**src/hdl/hln_pkg.sv**
```systemverilog
`timescale 1ns / 1ps

package hln_pkg;

	localparam int MaxPixels = 1048576;
	localparam int IdxW      = $clog2(MaxPixels);
	localparam int LenW      = IdxW + 1;
	localparam int PixW      = 8;
	localparam int OffW      = 9;
	localparam int CfgDataW  = 21;
	localparam int CfgIdxW   = 2;
	// span reaches 512 when the offsets sit at -256 and 255
	localparam int SpanW     = OffW + 1;
	localparam int SumW      = 11;
	localparam int HashW     = 32;

	localparam int ModBits   = 4;
	localparam int ModStages = HashW / ModBits;

	localparam logic [HashW-1:0] HashMul1 = 32'h7feb352d;
	localparam logic [HashW-1:0] HashMul2 = 32'h846ca68b;
	localparam logic [HashW-1:0] SeedMul  = 32'd2654435761;

	localparam logic CMD_WRITE = 1'b0;
	localparam logic CMD_READ  = 1'b1;

	localparam logic [CfgIdxW-1:0] CFG_MIN_OFFSET   = 2'd0;
	localparam logic [CfgIdxW-1:0] CFG_MAX_OFFSET   = 2'd1;
	localparam logic [CfgIdxW-1:0] CFG_FRAME_LENGTH = 2'd2;

	// what travels next to the hash through the pipeline
	typedef struct packed {
		logic [IdxW-1:0] idx;
		logic [PixW-1:0] pixel;
		logic            oor;
	} side_t;

endpackage

```
**src/hdl/hln_mod.sv**
```systemverilog
`timescale 1ns / 1ps

module hln_mod import hln_pkg::*; (
	input  logic             clk,
	input  logic             arst_n,
	input  logic             v_in,
	input  logic [HashW-1:0] h_in,
	input  side_t            side_in,
	input  logic [SpanW-1:0] span,
	input  logic             down_ready,
	output logic             up_ready,
	output logic             v_out,
	output logic [SpanW-1:0] rem_out,
	output side_t            side_out
);

	// restoring remainder, ModBits dividend bits per stage
	function automatic logic [SpanW-1:0] mod_step(
		input logic [SpanW-1:0]   rem,
		input logic [ModBits-1:0] bits,
		input logic [SpanW-1:0]   div
	);
		logic [SpanW:0]   r;
		logic [SpanW-1:0] acc;
		acc = rem;
		for (int i = ModBits - 1; i >= 0; i--) begin
			r = {acc, bits[i]};
			if (r >= {1'b0, div}) begin
				r = r - {1'b0, div};
			end
			acc = r[SpanW-1:0];
		end
		return acc;
	endfunction

	logic             v_s    [ModStages];
	logic [SpanW-1:0] rem_s  [ModStages];
	logic [HashW-1:0] dvd_s  [ModStages];
	side_t            side_s [ModStages];

	logic             v_t    [ModStages+1];
	logic [SpanW-1:0] rem_t  [ModStages+1];
	logic [HashW-1:0] dvd_t  [ModStages+1];
	side_t            side_t_a [ModStages+1];
	logic             en_t   [ModStages+1];

	// last xor-shift of the hash folds into the divider input
	assign v_t[0]      = v_in;
	assign rem_t[0]    = '0;
	assign dvd_t[0]    = h_in ^ (h_in >> 16);
	assign side_t_a[0] = side_in;
	assign en_t[ModStages] = down_ready;

	for (genvar k = 0; k < ModStages; k++) begin : g_stage
		assign en_t[k]       = !v_s[k] || en_t[k+1];
		assign v_t[k+1]      = v_s[k];
		assign rem_t[k+1]    = rem_s[k];
		assign dvd_t[k+1]    = dvd_s[k];
		assign side_t_a[k+1] = side_s[k];

		always_ff @(posedge clk or negedge arst_n) begin
			if (!arst_n) begin
				v_s[k] <= 1'b0;
			end else if (en_t[k]) begin
				v_s[k] <= v_t[k];
			end
		end

		always_ff @(posedge clk) begin
			if (en_t[k]) begin
				rem_s[k]  <= mod_step(rem_t[k], dvd_t[k][HashW-1 -: ModBits], span);
				dvd_s[k]  <= dvd_t[k] << ModBits;
				side_s[k] <= side_t_a[k];
			end
		end
	end

	assign up_ready = en_t[0];
	assign v_out    = v_t[ModStages];
	assign rem_out  = rem_t[ModStages];
	assign side_out = side_t_a[ModStages];

endmodule

```
**config.mk**
```make
export PLATFORM = sky130hd
export DESIGN_NAME = hln_mod
export DESIGN_NICKNAME = d
export VERILOG_FILES = /design/src/hdl/hln_pkg.sv /design/src/hdl/hln_mod.sv
export SDC_FILE = /design/constraint.sdc
export NUM_CORES = 1
export LEC_CHECK = 0
export BUFFER_PORTS_ARGS = -buffer_cell sky130_fd_sc_hd__buf_4
export CAP_MARGIN = 5
export CORE_MARGIN = 2
export CORE_UTILIZATION = 60
export CTS_CLUSTER_SIZE = 25
export DETAILED_ROUTE_END_ITERATION = 7
export PLACE_DENSITY_LB_ADDON = 0.25
export SYNTH_ARGS = -nofsm -noshare
export SYNTH_HDL_FRONTEND = slang
export SYNTH_SLANG_ARGS = --single-unit
```
**constraint.sdc**
```tcl
create_clock -name clk -period 12.6 [get_ports clk]
set_input_delay 1.26 -clock clk [delete_from_list [all_inputs] [get_ports clk]]
set_output_delay 1.26 -clock clk [all_outputs]
set_load 0.01 [all_outputs]
```
# == Word-level counts from Yosys, hierarchy flattened ==
# Memories as Yosys holds them, arrays and structs flattened.
# Cells that the tools add are included.
# totals
elab_cells,172
register_bits,8
mem_count,3
inputBits,75
mem_bits_rw,536
# mem_list
name,words,width,rd,rd_clocked_by_memory_dff,write_ports,line,source
side_s,8,29,8,0,8,hln_mod.sv:39,side_t side_s [ModStages];
dvd_s,8,28,7,0,8,hln_mod.sv:38,logic [HashW-1:0] dvd_s [ModStages];
rem_s,8,10,8,0,8,hln_mod.sv:37,logic [SpanW-1:0] rem_s [ModStages];
# op_classes
n_reduce_logical,16
n_addsub,32
magnitude_cmp,32
bitwise_logic,1
n_mux,80
# ops
operator,count
2-to-1 mux 10 bit,64
greater-or-equal comparator 11 x 10 -> 1 bit,31
subtractor 10 bit,31
XOR 32 x 16 -> 32 bit,1
2-to-1 mux 1 bit,16
greater-or-equal comparator 1 x 10 -> 1 bit,1
subtractor 1 x 10 -> 10 bit,1
zero test 1 bit,8
logical OR 1 bit,8

# == Logic depth before layout (Yosys ltp) ==
# logic_depth
depth_word,19
mapped_depth,42
depth_no_buf,39

# == Least setup slack after synthesis ==
# OpenSTA, ideal clock, no wires.
# synth_path
kind,input-to-reg
start,input port span[1]
end,memory rem_s[1][11] (netlist name) (data pin)
setup_time_ps,256
stages,41
path_slack_ps,1281
n_path_buf,5
arrival_time_ps,11063
cell_sequence,inv_1 > ha_1 > nor2b_1 > o31a_1 > o21ai_1 > and4b_1 > clkbuf_1 > clkbuf_1 > nor2_1 > a21oi_1 > inv_1 > ha_1 > nor2b_1 > o31a_1 > o41a_1 > o41a_1 > o21ai_1 > nand2_1 > [... 5 more ...] > a31oi_1 > a211oi_1 > a21oi_1 > a31o_2 > clkbuf_1 > clkbuf_1 > a21oi_1 > ha_1 > nor2b_1 > o31a_1 > nor4_1 > nor4_1 > o32ai_1 > inv_1 > a211o_1 > buf_2 > or3_1 > o211a_1
# synth_rtl
item,line,source
"start, declared",hln_mod.sv:9,"input logic [SpanW-1:0] span,"
"end, declared",hln_mod.sv:37,

==> summary by stage <==
Run status
The run finished with clean final reports.

Clock tree
The number of buffers inserted for hold repair after clock tree synthesis is 0. The clock tree root driver cell is clkbuf_16. The number of buffers between clock root and the deepest sink is 3.

The number of setup buffers added after CTS is 0. The clock insertion delay at the later pin of the skew report is 0.58 ns. TritonCTS built the clock tree. Clock-pin slew was measured on the worst setup and hold paths at 0.06 ns. Buffers inserted during clock tree synthesis total 46. The number of gates resized after cts is 0.

The CTS sink count is 432. The H-tree level count is 2.

Drt
The met2 layer wire length in the routed design is 36.6 mm. The via density per instance is 6.24. The highest routed metal layer is met4. Before antenna repair, the detailed router went through 5 iterations. For this block, the routed nets add up to 76.8 mm of wire. The wire length on met1 is 33.3 mm. The number of vias after detailed routing is 23100. The detail route stage leaves a number of antenna-violating nets equal to 0. The detail-routed net length per standard cell is 20.7 microns. The met3 routed wirelength is 4.39 mm. The number of remaining DRC errors is 0. In this run, the number of DRC markers left after iteration 0 of detailed routing was 1661.

Setup path
The worst setup path is of the in -> reg kind. The kind of start point of the critical path is an input pin. The kind of end point of the critical path is a flip-flop.

The slowest stage of the critical path belongs to the cell or3_1. In this design, the critical path's most frequently occurring cell is ha_1. The launching element of the worst setup path is span[8]. The worst-path maximum fanout is 16. In this run the worst setup path terminates at rem_s[1][31]$_DFFE_PP_. The required arrival time at the worst endpoint is 12.92 ns. The critical register-to-register path startpoint is rem_s[1][24]$_DFFE_PP_. In this run the critical register-to-register path is captured at rem_s[1][31]$_DFFE_PP_. For the worst flop-to-flop path, the logic depth is 35.

The reg-to-reg setup timing slack is 1.95 ns. The largest single stage delay on the critical path is 0.66 ns. The critical path data arrival time is 11.69 ns.

Die
The placeable core area is 51200 sq um. The die boundary width is 231 microns. The die is 231 microns tall. The initial standard-cell utilization of the core is 0.606. The top-level port count is 116. After floorplanning, the core was divided into 83 placement rows. The die covers 53600 sq um.

GRT
The overall global routing resource usage is 0.287. The maximum number of pins on one net before global-route repair is 65. The number of antenna violations at the first check in global routing is 1. The wire length of the first global-routing pass is 122 mm. Summed over all layers, the global routing overflow is 0. The via count of the first global-routing pass is 22500.

STA
The post-layout minimum cycle time is 11.38 ns. Setup total negative slack on the finished layout was measured at 0 ns. The final-report max-slew violation count is 0.

The number of hold-slack violations in the final timing report is 0. The number of endpoints failing setup at the final stage is 0. The maximum frequency from static timing analysis is 87.9 MHz. The normalized max-slew margin is 0.231. Setup repair after global routing left no endpoint under its margin.

The final clock period utilization by the worst path is 0.903. The clock arrives with 0.0338 ns of skew. At the pin with the least slew margin, the transition time is 1.15 ns.

Cells and area
Of the cells placed in the final design, the portion with a size suffix greater than 1 is 0.127. The post-layout utilization of the core is 0.668. At the end of the flow, the number of nets in the layout was 3408.

The area added between synthesis and finish is 10.1%. The filler cells instantiated in the layout total 3800.

Yosys
The total number of yosys warnings is 0. Ranked by instance count, the synthesized netlist is headed by edfxtp_1, ha_1, a21oi_1. The register area share after synthesis is 0.417. Synthesis produced 2862 cells.

The average instance area after synthesis is 10.8 sq um. The biggest area contributor in the post-synthesis netlist is edfxtp_1. The top cell type's share of synthesized area is 0.410.

The cell area that synthesis handed to floorplanning was 31000 sq um. The fraction of registers with async set or reset after synthesis is 0.0185. The net count after synthesis is 3280.

Yosys instantiated no cell more often than edfxtp_1. The synthesized design contains 424 enable-type register cells. The dominant synthesized flop cell is edfxtp_1. The unique cell type count in the Yosys netlist is 101. After synthesis the netlist holds a flip-flop and latch count of 432. Yosys attributes the largest share of cell area to edfxtp_1, ha_1, xnor2_1.

Placement
The count of buffers added on input and output ports is 115. The routability congestion estimate is 0.969. Summed over all nets, the half-perimeter wirelength after detailed placement is 56.4 mm.

Run
Max-cap violations in this run came to 0.

Min path
In this run the worst hold path is classified as reg -> reg.
state kept, by name (all words and copies together), names as in the netlist:
name,cells
side_s,232
rem_s,80
dvd_s,112
v_out,1
v_s,7
worst min-delay path by stage:
stage | startpoint | endpoint | depth (start not counted)
2_1_floorplan | dvd_s[0][6]$_DFFE_PP_ | dvd_s[1][10]$_DFFE_PP_ | 0
6_report | dvd_s[1][23]$_DFFE_PP_ | dvd_s[2][27]$_DFFE_PP_ | 0
4_1_cts | side_s[0][14]$_DFFE_PP_ | side_s[0][43]$_DFFE_PP_ | 0
5_1_grt | side_s[0][14]$_DFFE_PP_ | side_s[0][43]$_DFFE_PP_ | 0
3_5_place_dp | dvd_s[0][2]$_DFFE_PP_ | dvd_s[1][6]$_DFFE_PP_ | 0
3_3_place_gp | side_s[1][10]$_DFFE_PP_ | side_s[1][39]$_DFFE_PP_ | 0
final cells by class:
type / count / area [sq um] / share of cell area
repair buffers: 152 / 1180 / 0.0345
clock inverters: 32 / 335 / 0.00981
multi-input cells: 2209 / 17100 / 0.501
inverters: 149 / 559 / 0.0164
diodes: 1 / 2.50 / 0.0000732
flip-flops and latches: 432 / 12900 / 0.378
clock buffers: 54 / 1190 / 0.0348
well taps: 680 / 851 / 0.0249
worst max-delay path: cells and delay by family:
family | cells | cell delay (ns)
adder cells (fa/ha/maj) | 4 | 1.41
AO/OA/AOI/OAI | 20 | 5.34
buffers and inverters | 3 | 0.64
AND/OR/NAND/NOR | 7 | 1.97
multiplexers | 3 | 1.09
per-stage QoR:
stage / hold slack, ns / setup WS, ns / instances / area [sq um]
global route: 0.407 / 0.438 / 3708 / 34200
detailed placement: 0.405 / 0.868 / 3622 / 32700
floorplan: 0.400 / 1.28 / 2862 / 31000
finish: 0.407 / 1.22 / 3709 / 34200
CTS: 0.402 / 1.45 / 3708 / 34200
global placement: 0.400 / 1.25 / 3622 / 32700
routing by layer:
layer  track usage  up-vias
li1              -    11100
met1         0.388    11100
met2         0.481      722
met3        0.0353      185
met4        0.0919        0
met5             0        -
layout by cell type, fill, tap and decap left out, types with 57 or more instances in the layout:
cell type / instances
nor3_1: 57
a21oi_1: 189
nor2_1: 178
inv_1: 146
o21a_1: 59
buf_4: 149
edfxtp_1: 424
o21ai_0: 137
xor2_1: 71
nor2b_1: 64
xnor2_1: 138
ha_1: 312
mux2_2: 86
nand2_1: 164
a21o_1: 87
cells by family (layout without fill, tap and decap cells):
family / count (synthesis) / in the layout / synth area share
compound gates: 754 / 754 / 0.165
flops: 432 / 432 / 0.417
mux: 179 / 179 / 0.0642
xor+xnor: 209 / 209 / 0.0590
fa+ha+maj: 343 / 343 / 0.146
buf+inv: 221 / 387 / 0.0326
other cells: 0 / 1 / 0
simple gates: 724 / 724 / 0.117
Power is left out: the tool's default activity adds up to more than one toggle a clock period on the data nets, which glitch-free logic cannot reach.
