`config.mk`:
```
export PLATFORM = sky130hd
export DESIGN_NAME = hln_hash
export DESIGN_NICKNAME = d
export VERILOG_FILES = /design/src/hdl/hln_pkg.sv /design/src/hdl/hln_hash.sv
export SDC_FILE = /design/constraint.sdc
export NUM_CORES = 1
export LEC_CHECK = 0
export BUFFER_PORTS_ARGS = -buffer_cell sky130_fd_sc_hd__buf_2
export CORE_AREA = 2 2 219 221
export CTS_BUF_LIST = sky130_fd_sc_hd__clkbuf_4 sky130_fd_sc_hd__clkbuf_8 sky130_fd_sc_hd__clkbuf_16
export CTS_CLUSTER_DIAMETER = 50
export DETAILED_ROUTE_END_ITERATION = 8
export DIE_AREA = 0 0 221 223
export PLACE_DENSITY = 0.59
export SYNTH_ARGS = -nofsm -noshare
export SYNTH_HDL_FRONTEND = slang
export SYNTH_SLANG_ARGS = --single-unit
```
`constraint.sdc`:
```
create_clock -name clk -period 20.4 [get_ports clk]
set_input_delay 2.04 -clock clk [delete_from_list [all_inputs] [get_ports clk]]
set_output_delay 2.04 -clock clk [all_outputs]
set_load 0.1 [all_outputs]
```
`src/hdl/hln_pkg.sv`:
```
`timescale 1ns / 1ps

package hln_pkg;

	localparam int MaxPixels = 1048576;
	localparam int IdxW      = $clog2(MaxPixels);
	localparam int LenW      = IdxW + 1;
	localparam int PixW      = 8;
	localparam int OffW      = 9;
	localparam int CfgDataW  = 21;
	localparam int CfgIdxW   = 2;
	// span reaches 512 when the offsets sit at -256 and 255
	localparam int SpanW     = OffW + 1;
	localparam int SumW      = 11;
	localparam int HashW     = 32;

	localparam int ModBits   = 4;
	localparam int ModStages = HashW / ModBits;

	localparam logic [HashW-1:0] HashMul1 = 32'h7feb352d;
	localparam logic [HashW-1:0] HashMul2 = 32'h846ca68b;
	localparam logic [HashW-1:0] SeedMul  = 32'd2654435761;

	localparam logic CMD_WRITE = 1'b0;
	localparam logic CMD_READ  = 1'b1;

	localparam logic [CfgIdxW-1:0] CFG_MIN_OFFSET   = 2'd0;
	localparam logic [CfgIdxW-1:0] CFG_MAX_OFFSET   = 2'd1;
	localparam logic [CfgIdxW-1:0] CFG_FRAME_LENGTH = 2'd2;

	// what travels next to the hash through the pipeline
	typedef struct packed {
		logic [IdxW-1:0] idx;
		logic [PixW-1:0] pixel;
		logic            oor;
	} side_t;

endpackage

```
`src/hdl/hln_hash.sv`:
```
`timescale 1ns / 1ps

module hln_hash import hln_pkg::*; (
	input  logic             clk,
	input  logic             arst_n,
	input  logic             v_in,
	input  logic [HashW-1:0] x_in,
	input  side_t            side_in,
	input  logic             down_ready,
	output logic             up_ready,
	output logic             v_s3,
	output logic [HashW-1:0] h_s3,
	output side_t            side_s3
);

	logic             en_s2;
	logic             en_s3;
	logic [HashW-1:0] mix_a;
	logic [HashW-1:0] mix_b;
	logic             v_s2;
	logic [HashW-1:0] h_s2;
	side_t            side_s2;

	assign en_s3    = !v_s3 || down_ready;
	assign en_s2    = !v_s2 || en_s3;
	assign up_ready = en_s2;

	assign mix_a = x_in ^ (x_in >> 16);
	assign mix_b = h_s2 ^ (h_s2 >> 15);

	always_ff @(posedge clk or negedge arst_n) begin
		if (!arst_n) begin
			v_s2 <= 1'b0;
			v_s3 <= 1'b0;
		end else begin
			if (en_s2) begin
				v_s2 <= v_in;
			end
			if (en_s3) begin
				v_s3 <= v_s2;
			end
		end
	end

	always_ff @(posedge clk) begin
		if (en_s2) begin
			h_s2    <= HashW'(mix_a * HashMul1);
			side_s2 <= side_in;
		end
		if (en_s3) begin
			h_s3    <= HashW'(mix_b * HashMul2);
			side_s3 <= side_s2;
		end
	end

endmodule

```
After elaboration in Yosys (flattened, before gate mapping)

Cells that the tools add are included.
Widths: inputs -> output; s select.

Output and inout bits: 63
Word-level logic and storage cells: 18
Register bits after elaboration: 124
Memory bits (writable): 0
Memory bits (read-only): 0
Latch bits: 0
Input port bits: 65
Memories kept: 0

Shifts and indexed selects: 0
Eq/ne operators: 0
Order comparisons: 0
Div/mod/pow operators: 0
Bitwise logic cells: 2
Multipliers: 2
Add/subtract/negate cells: 0
Mux-type cells: 0
Reductions and logical operators: 4

Operators by type and width:

| cell                   | count |
|---|---|
| $mul 32x31->32 const B | 1 |
| $mul 32x32->32 const B | 1 |
| $xor 32x16->32         | 1 |
| $xor 32x17->32         | 1 |
| $logic_not 1->1        | 2 |
| $logic_or 1x1->1       | 2 |

Logic depth before layout (Yosys ltp)

Gate-level depths: netlist of run 1.

Depth in word-level cells: 3
Mapped depth: 25
Depth with buffers taken out: 25

Worst setup path before layout of run 1

OpenSTA, ideal clock, no wires.

Path kind: input to register
Start: input port x_in[9]
End: register h_s2[31] (data pin)
Slack: 12.135 ns
Arrival: 8.005 ns
Stages: 22
Setup time: 0.260 ns
Required time: 20.140 ns
Path buffers: 1
Path through: xnor2_1 inv_1 ha_1 inv_1 fa_1 inv_1 fa_1 inv_1 fa_1 inv_1 fa_1 fa_1 fa_1 fa_1 ha_1 clkbuf_1 a21o_1 a21oi_1 o21ai_0 a211o_1 a31oi_1 xnor2_1

Word-level cells in the longest chain between the ends: 2

Ends and longest elaborated chain:

| element              | RTL line       | source |
|---|---|---|
| start, declared      | hln_hash.sv:7  | `input logic [HashW-1:0] x_in,` |
| $xor 32x16->32       | hln_hash.sv:28 | `assign mix_a = x_in ^ (x_in >> 16);` |
| $mul 32x31->32       | hln_hash.sv:47 | `h_s2 <= HashW'(mix_a * HashMul1);` |
| end signal, assigned | hln_hash.sv:47 |  |
| end, declared        | hln_hash.sv:21 | `logic [HashW-1:0] h_s2;` |

No other way between the ends.
A chain may end at the register's enable or synchronous reset.

Final worst setup path of run 1

Start: input port x_in[25]
End: register h_s2[31] (data pin)

Same word-level chain as after synthesis.

==> results of run 1 <==
[stage by stage]
step / cells / hold slack, ps / setup WS, ps / cell area, um^2
after global routing: 2702 / 425 / 11310 / 23000
after CTS: 2702 / 414 / 11690 / 23000
final: 2702 / 416 / 11680 / 23000
after detailed placement: 2670 / 405 / 11250 / 22500
after global placement: 2670 / 402 / 11340 / 22500
after floorplan: 1918 / 400 / 12140 / 21000
[final cells by class]
class	count	share of cell area [%]
clock buffers	18	1.91
clock inverters	14	0.652
inverters	582	9.48
multi-input cells	1208	65.3
flip-flops and latches	124	16.1
well taps	615	3.34
repair buffers	141	3.21
[critical path, cell delays in order]
cell and delay (ps):
buf_2 160, xnor2_1 840, inv_1 270, ha_1 430, inv_1 80, fa_1 570
inv_1 60, fa_1 500, inv_1 60, fa_1 530, inv_1 50, fa_1 450
fa_1 400, fa_1 530, fa_1 410, ha_1 380, a21o_1 270, a21oi_1 170
o21ai_0 140, a211o_1 260, a31oi_1 210, xnor2_1 80
[per-layer routing]
| layer | global-route usage, % | part of all wire, % | up-vias |
|---|---|---|---|
| met5 | 0 | 0 | - |
| met4 | 4.96 | 1.6 | 0 |
| met3 | 2.40 | 3.6 | 43 |
| met1 | 29.1 | 43 | 6784 |
| li1 | - | - | 6278 |
| met2 | 41.9 | 52 | 324 |
[logic make-up after synthesis]
logic type | synth area share [%]
adder cells (fa/ha/maj) | 55.1
AO/OA/AOI/OAI | 5.16
AND/OR/NAND/NOR | 3.26
XOR/XNOR | 8.26
buffers and inverters | 10.5
flip-flops | 17.7
[layout by cell type, fill, tap and decap left out, types with 3 or more instances in the layout]
| cell type | count |
|---|---|
| xor2_1 | 51 |
| xnor2_1 | 141 |
| o21a_1 | 5 |
| a31o_2 | 4 |
| a31oi_1 | 4 |
| inv_8 | 3 |
| buf_2 | 127 |
| o31ai_1 | 3 |
| nor2_1 | 39 |
| nand4_1 | 4 |
| o211ai_1 | 3 |
| edfxtp_1 | 122 |
| and2_1 | 9 |
| a2111oi_2 | 3 |
| buf_4 | 14 |
| nand2b_1 | 5 |
| a21o_1 | 24 |
| clkbuf_16 | 17 |
| nand3b_1 | 3 |
| o21ai_0 | 20 |
| nor3_1 | 10 |
| nand2_1 | 34 |
| or2_2 | 5 |
| a211oi_1 | 4 |
| inv_6 | 5 |
| inv_1 | 580 |
| ha_1 | 369 |
| nand3_1 | 19 |
| and3_1 | 5 |
| a21oi_1 | 50 |
| o21bai_1 | 12 |
| clkinv_4 | 4 |
| fa_1 | 346 |
[final timing paths]
| check | startpoint | end | slack [ps] | cells after the start |
|---|---|---|---|---|
| min reg2reg | side_s2[21] | side_s3[21] | 420 | 0 |
| max | x_in[25] | h_s2[31] | 11680 | 22 |
| min in group asynchronous | arst_n | v_s2 | 1380 | 1 |
| max reg2reg | h_s2[24] | h_s3[30] | 12530 | 23 |
| max in group asynchronous | arst_n | v_s2 | 18920 | 1 |
| min | side_s2[21] | side_s3[21] | 420 | 0 |
[state kept, by name, indices dropped and copies added, names as in the netlist]
signal   cells
v_s2         1
side_s3     29
h_s3        32
side_s2     29
h_s2        32
v_s3         1
==> results_dict.tcl, run 1 <==
set metrics [dict create \
    tightest_slew_ps 1070 \
    avgSynthCellArea_um2 10.9 \
    synth_top_flop_cell "edfxtp_1" \
    syn_nets 2698 \
    firstDrtPassIters 4 \
    fmax_mhz 115 \
    rsz0062_at_grt "no" \
    rows 80 \
    drc 0 \
    drive_above_1_share_pct 9.54 \
    ys_types 58 \
    dpl.hpwl_um 47600 \
    cp_max_fo 8 \
    skew_ps 12.0 \
    core_mm2 0.0471 \
    initial_core_util_pct 44.4 \
    drv_slew 0 \
    setup_viol 0 \
    cts_buffers 17 \
    grt_pass1_vias 14800 \
    critical_path_arrival_ps 8900 \
    grt_pass1_wl_um 84700 \
    vias 13400 \
    drt_wl_total_um 54700 \
    maxCapViolations 0 \
    synth_cells 1918 \
    num-fill-cells 4393 \
    grt_max_degree 64 \
    die_area_mm2 0.0493 \
    post_drt_wl_per_cell_um 20.3 \
    ys_top_cells_by_count "inv_1, ha_1, fa_1" \
    die_y_um 223 \
    yosysWarnings 0 \
    die-width_um 221 \
    nets 2854 \
    post_cts_resized 0 \
    path_class "in2reg" \
    synth_most_common_cell "inv_1" \
    cts-root-buf "clkbuf_16" \
    clock_path_buffers 2 \
    grt_overflow_total 0 \
    drt_iter0_markers 666 \
    crit_required_ps 20580 \
    status "finished clean" \
    synthToLayoutAreaGrowth_pct 9.99 \
    cts_hold_buffers 0 \
    min_path_type "reg2reg" \
    ys_seq_area_share_pct 17.7 \
    final_core_util_pct 48.9 \
    boundaryPins 128 \
    cp-end-kind "flop" \
    multiInputGateArea_mm2 0.0150 \
    cts_tree "built" \
    finalSetupTns_ps 0 \
    clkSinkCount 124 \
    io_buffers 127 \
    grt_usage_pct 22.9 \
    synth.area.top_cells "fa_1, ha_1, edfxtp_1" \
    clkTransAtPathRegs_ps 70 \
    ys_seq_elements 124 \
    yosysTopAreaCell "fa_1" \
    clock_latency_ps 430 \
    slew_headroom_pct 28.1 \
    diodes 0 \
    cp-start-kind "input pin" \
    post-route-min-period_ps 8720 \
    postCtsSetupRepairBufs 0 \
    gp_congestion 0.942 \
    period_share_pct 42.7 \
    synth-edff-count 122 \
    h-tree-depth 4 \
    hold_viol_final 0 \
    vias_per_cell 4.97 \
    netlist_area_mm2 0.0210 \
    synth_top_area_share_pct 33.1 \
    detail-route-antenna-nets 0 \
    seqCellArea_mm2 0.00371 \
    async_flop_share_pct 1.61 \
    antenna_found_initial 0 \
]
Power of run 1 is not shown: default switching activity piles up to over one toggle a cycle in this logic, so the estimate is an artifact.
==> run 2, diff against run 1 <==
--- a/config.mk
+++ b/config.mk
@@ -5,12 +5,13 @@
 export SDC_FILE = /design/constraint.sdc
 export NUM_CORES = 1
 export LEC_CHECK = 0
+export ABC_AREA = 1
 export BUFFER_PORTS_ARGS = -buffer_cell sky130_fd_sc_hd__buf_2
-export CORE_AREA = 2 2 219 221
+export CORE_AREA = 2 2 222 224
 export CTS_BUF_LIST = sky130_fd_sc_hd__clkbuf_4 sky130_fd_sc_hd__clkbuf_8 sky130_fd_sc_hd__clkbuf_16
 export CTS_CLUSTER_DIAMETER = 50
 export DETAILED_ROUTE_END_ITERATION = 8
-export DIE_AREA = 0 0 221 223
+export DIE_AREA = 0 0 224 226
 export PLACE_DENSITY = 0.59
 export SYNTH_ARGS = -nofsm -noshare
 export SYNTH_HDL_FRONTEND = slang
==> constraint.sdc (replaced) <==
create_clock -name clk -period 8.49 [get_ports clk]
set_input_delay 0.849 -clock clk [delete_from_list [all_inputs] [get_ports clk]]
set_output_delay 0.849 -clock clk [all_outputs]
set_load 0.1 [all_outputs]
==> run 2 against run 1 <==
Flip-flop and latch count unchanged; highest routed layer unchanged; critical path type is now reg2reg; wire length increased by 5.6%; via count increased by 9.5%; area after synthesis increased by 2.7%; final cell count increased by 10%.
==> results_dict.tcl, run 2 <==
set metrics [dict create \
    status "finished clean" \
    dp.cells 2951 \
    final_cell_mix "inv_1, ha_1, fa_1, nand2_1, buf_2" \
    rr_endpoint "h_s3[31]" \
    synthToLayoutAreaGrowth_pct 10.2 \
    seqCellArea_mm2 0.00371 \
    initial_core_util_pct 44.5 \
    synth_top_flop_cell "edfxtp_1" \
    rr_startpoint "h_s2[24]" \
    cts_buffers 17 \
    h-tree-depth 4 \
    grt_max_degree 63 \
    cp-end-kind "flop" \
    cts_tree "built" \
    antenna_found_initial 0 \
    clock_latency_ps 450 \
    skew_ps 16.5 \
    finalSetupTns_ps 0 \
    syn_nets 2961 \
    dpl.hpwl_um 51400 \
    grt_pass1_vias 16000 \
    post-route-min-period_ps 7490 \
    cp-start-kind "flop" \
    mostFrequentLayoutCell "inv_1" \
    postCtsSetupRepairBufs 0 \
    boundaryPins 128 \
    clock_path_buffers 2 \
    grt_usage_pct 24.0 \
    r2r_slack_ps 1000 \
    cts-root-buf "clkbuf_16" \
    min_path_type "in2async" \
    top_usage_layer "met2" \
    slew_headroom_pct 43.7 \
    drt_wl_total_um 57800 \
    clkSinkCount 124 \
    synth_most_common_cell "inv_1" \
    crit_required_ps 8680 \
    tightest_slew_ps 842 \
    drv_slew 0 \
    maxCapViolations 0 \
    synth_top_area_share_pct 32.2 \
    netlist_area_mm2 0.0215 \
    ys_top_cells_by_count "inv_1, ha_1, fa_1" \
    met2_usage_pct 44.4 \
    vias 14700 \
    vias_per_cell 4.93 \
    instances_no_fill 2983 \
    firstDrtPassIters 6 \
    hold_viol_final 0 \
    synth_cells 2181 \
    period_share_pct 88.3 \
    setup_viol 0 \
    grt_pass1_wl_um 90200 \
    core_mm2 0.0483 \
    detail-route-antenna-nets 0 \
    synth-edff-count 122 \
    ys_seq_area_share_pct 17.3 \
    path_class "reg2reg" \
    avgSynthCellArea_um2 9.86 \
    rsz0062_at_grt "no" \
    fmax_mhz 133 \
    reg_top3 "h_s2: 32 flops, h_s3: 32 flops" \
    grt_overflow_total 0 \
    drive_above_1_share_pct 8.51 \
    io_buffers 127 \
    cp_max_fo 6 \
    cts_hold_buffers 0 \
    drt_iter0_markers 735 \
    async_flop_share_pct 1.61 \
    ys_seq_elements 124 \
    yosysWarnings 0 \
    synth.area.top_cells "fa_1, ha_1, edfxtp_1" \
    rows 81 \
    die_area_mm2 0.0506 \
    clkTransAtPathRegs_ps 60 \
    post_cts_resized 0 \
    drc 0 \
    diodes 0 \
    slowest_delay_ps 700 \
    multiInputGateArea_mm2 0.0153 \
    ys_types 33 \
    die_y_um 226 \
    gr-usage-met1_pct 29.3 \
    worst_path_max_delay_cell "xnor2_1" \
    gp_congestion 1.02 \
    met3_usage_pct 2.12 \
    nets 3128 \
    critical_path_arrival_ps 7690 \
    die-width_um 224 \
    post_drt_wl_per_cell_um 19.4 \
    yosysTopAreaCell "fa_1" \
    reg2reg_depth 28 \
    num-fill-cells 4540 \
]
[run 2: cell count changes in the layout (fill, tap and decap cells not counted), sizes merged, moves of 29 or more]
cell / previous run / this run
nand3: 19 / 53
nor2: 39 / 68
inv: 590 / 671
xor2: 53 / 101
nand2: 34 / 245
xnor2: 142 / 54
[run 2: cell type report]
type / count / share of cell area (%)
multi-input cells: 1396 / 64.7
flip-flops and latches: 124 / 15.7
clock buffers: 17 / 1.80
inverters: 660 / 10.5
well taps: 622 / 3.28
clock inverters: 15 / 0.718
repair buffers: 149 / 3.38
[run 2: logic make-up after synthesis]
logic type	Yosys count	synth area share (%)
simple gates	397	7.62
flops	124	17.3
fa+ha+maj	715	53.7
xor+xnor	155	6.45
compound gates	129	3.48
buf+inv	661	11.5
[run 2: metrics by stage]
stage	setup WS [ps]	util (%)	cell area, um^2	hold slack [ps]
global placement	634	47.8	23100	400
CTS	969	49.0	23700	156
finish	995	49.0	23700	178
detailed placement	637	47.8	23100	405
floorplan	1700	-	21500	400
global route	548	49.0	23700	171
[run 2: routing by layer]
| layer | up-vias | part of all wire (%) |
|---|---|---|
| met2 | 353 | 52 |
| met3 | 84 | 3.2 |
| met5 | - | 0 |
| li1 | 6968 | - |
| met1 | 7300 | 41 |
| met4 | 0 | 3.1 |
[run 2: worst max-delay path by stage]
stage / to / startpoint / cells after the start
3_5_place_dp: h_s2[28] / x_in[29] / 24
6_report: h_s3[31] / h_s2[24] / 28
5_1_grt: h_s3[31] / h_s2[24] / 28
2_1_floorplan: h_s2[31] / x_in[20] / 22
3_3_place_gp: h_s2[28] / x_in[29] / 24
4_1_cts: h_s3[31] / h_s2[23] / 28
[run 2: critical path, delay by kind of cell, from the launching register on]
family                     cells  cell delay, ps
xor gates and xnor gates       1             700
DFF                            1             600
adders and majority gates      9            3980
buffers and inverters          7             650
and+or+nand+nor               11            1320
Power of run 2 is left out for the same reason.
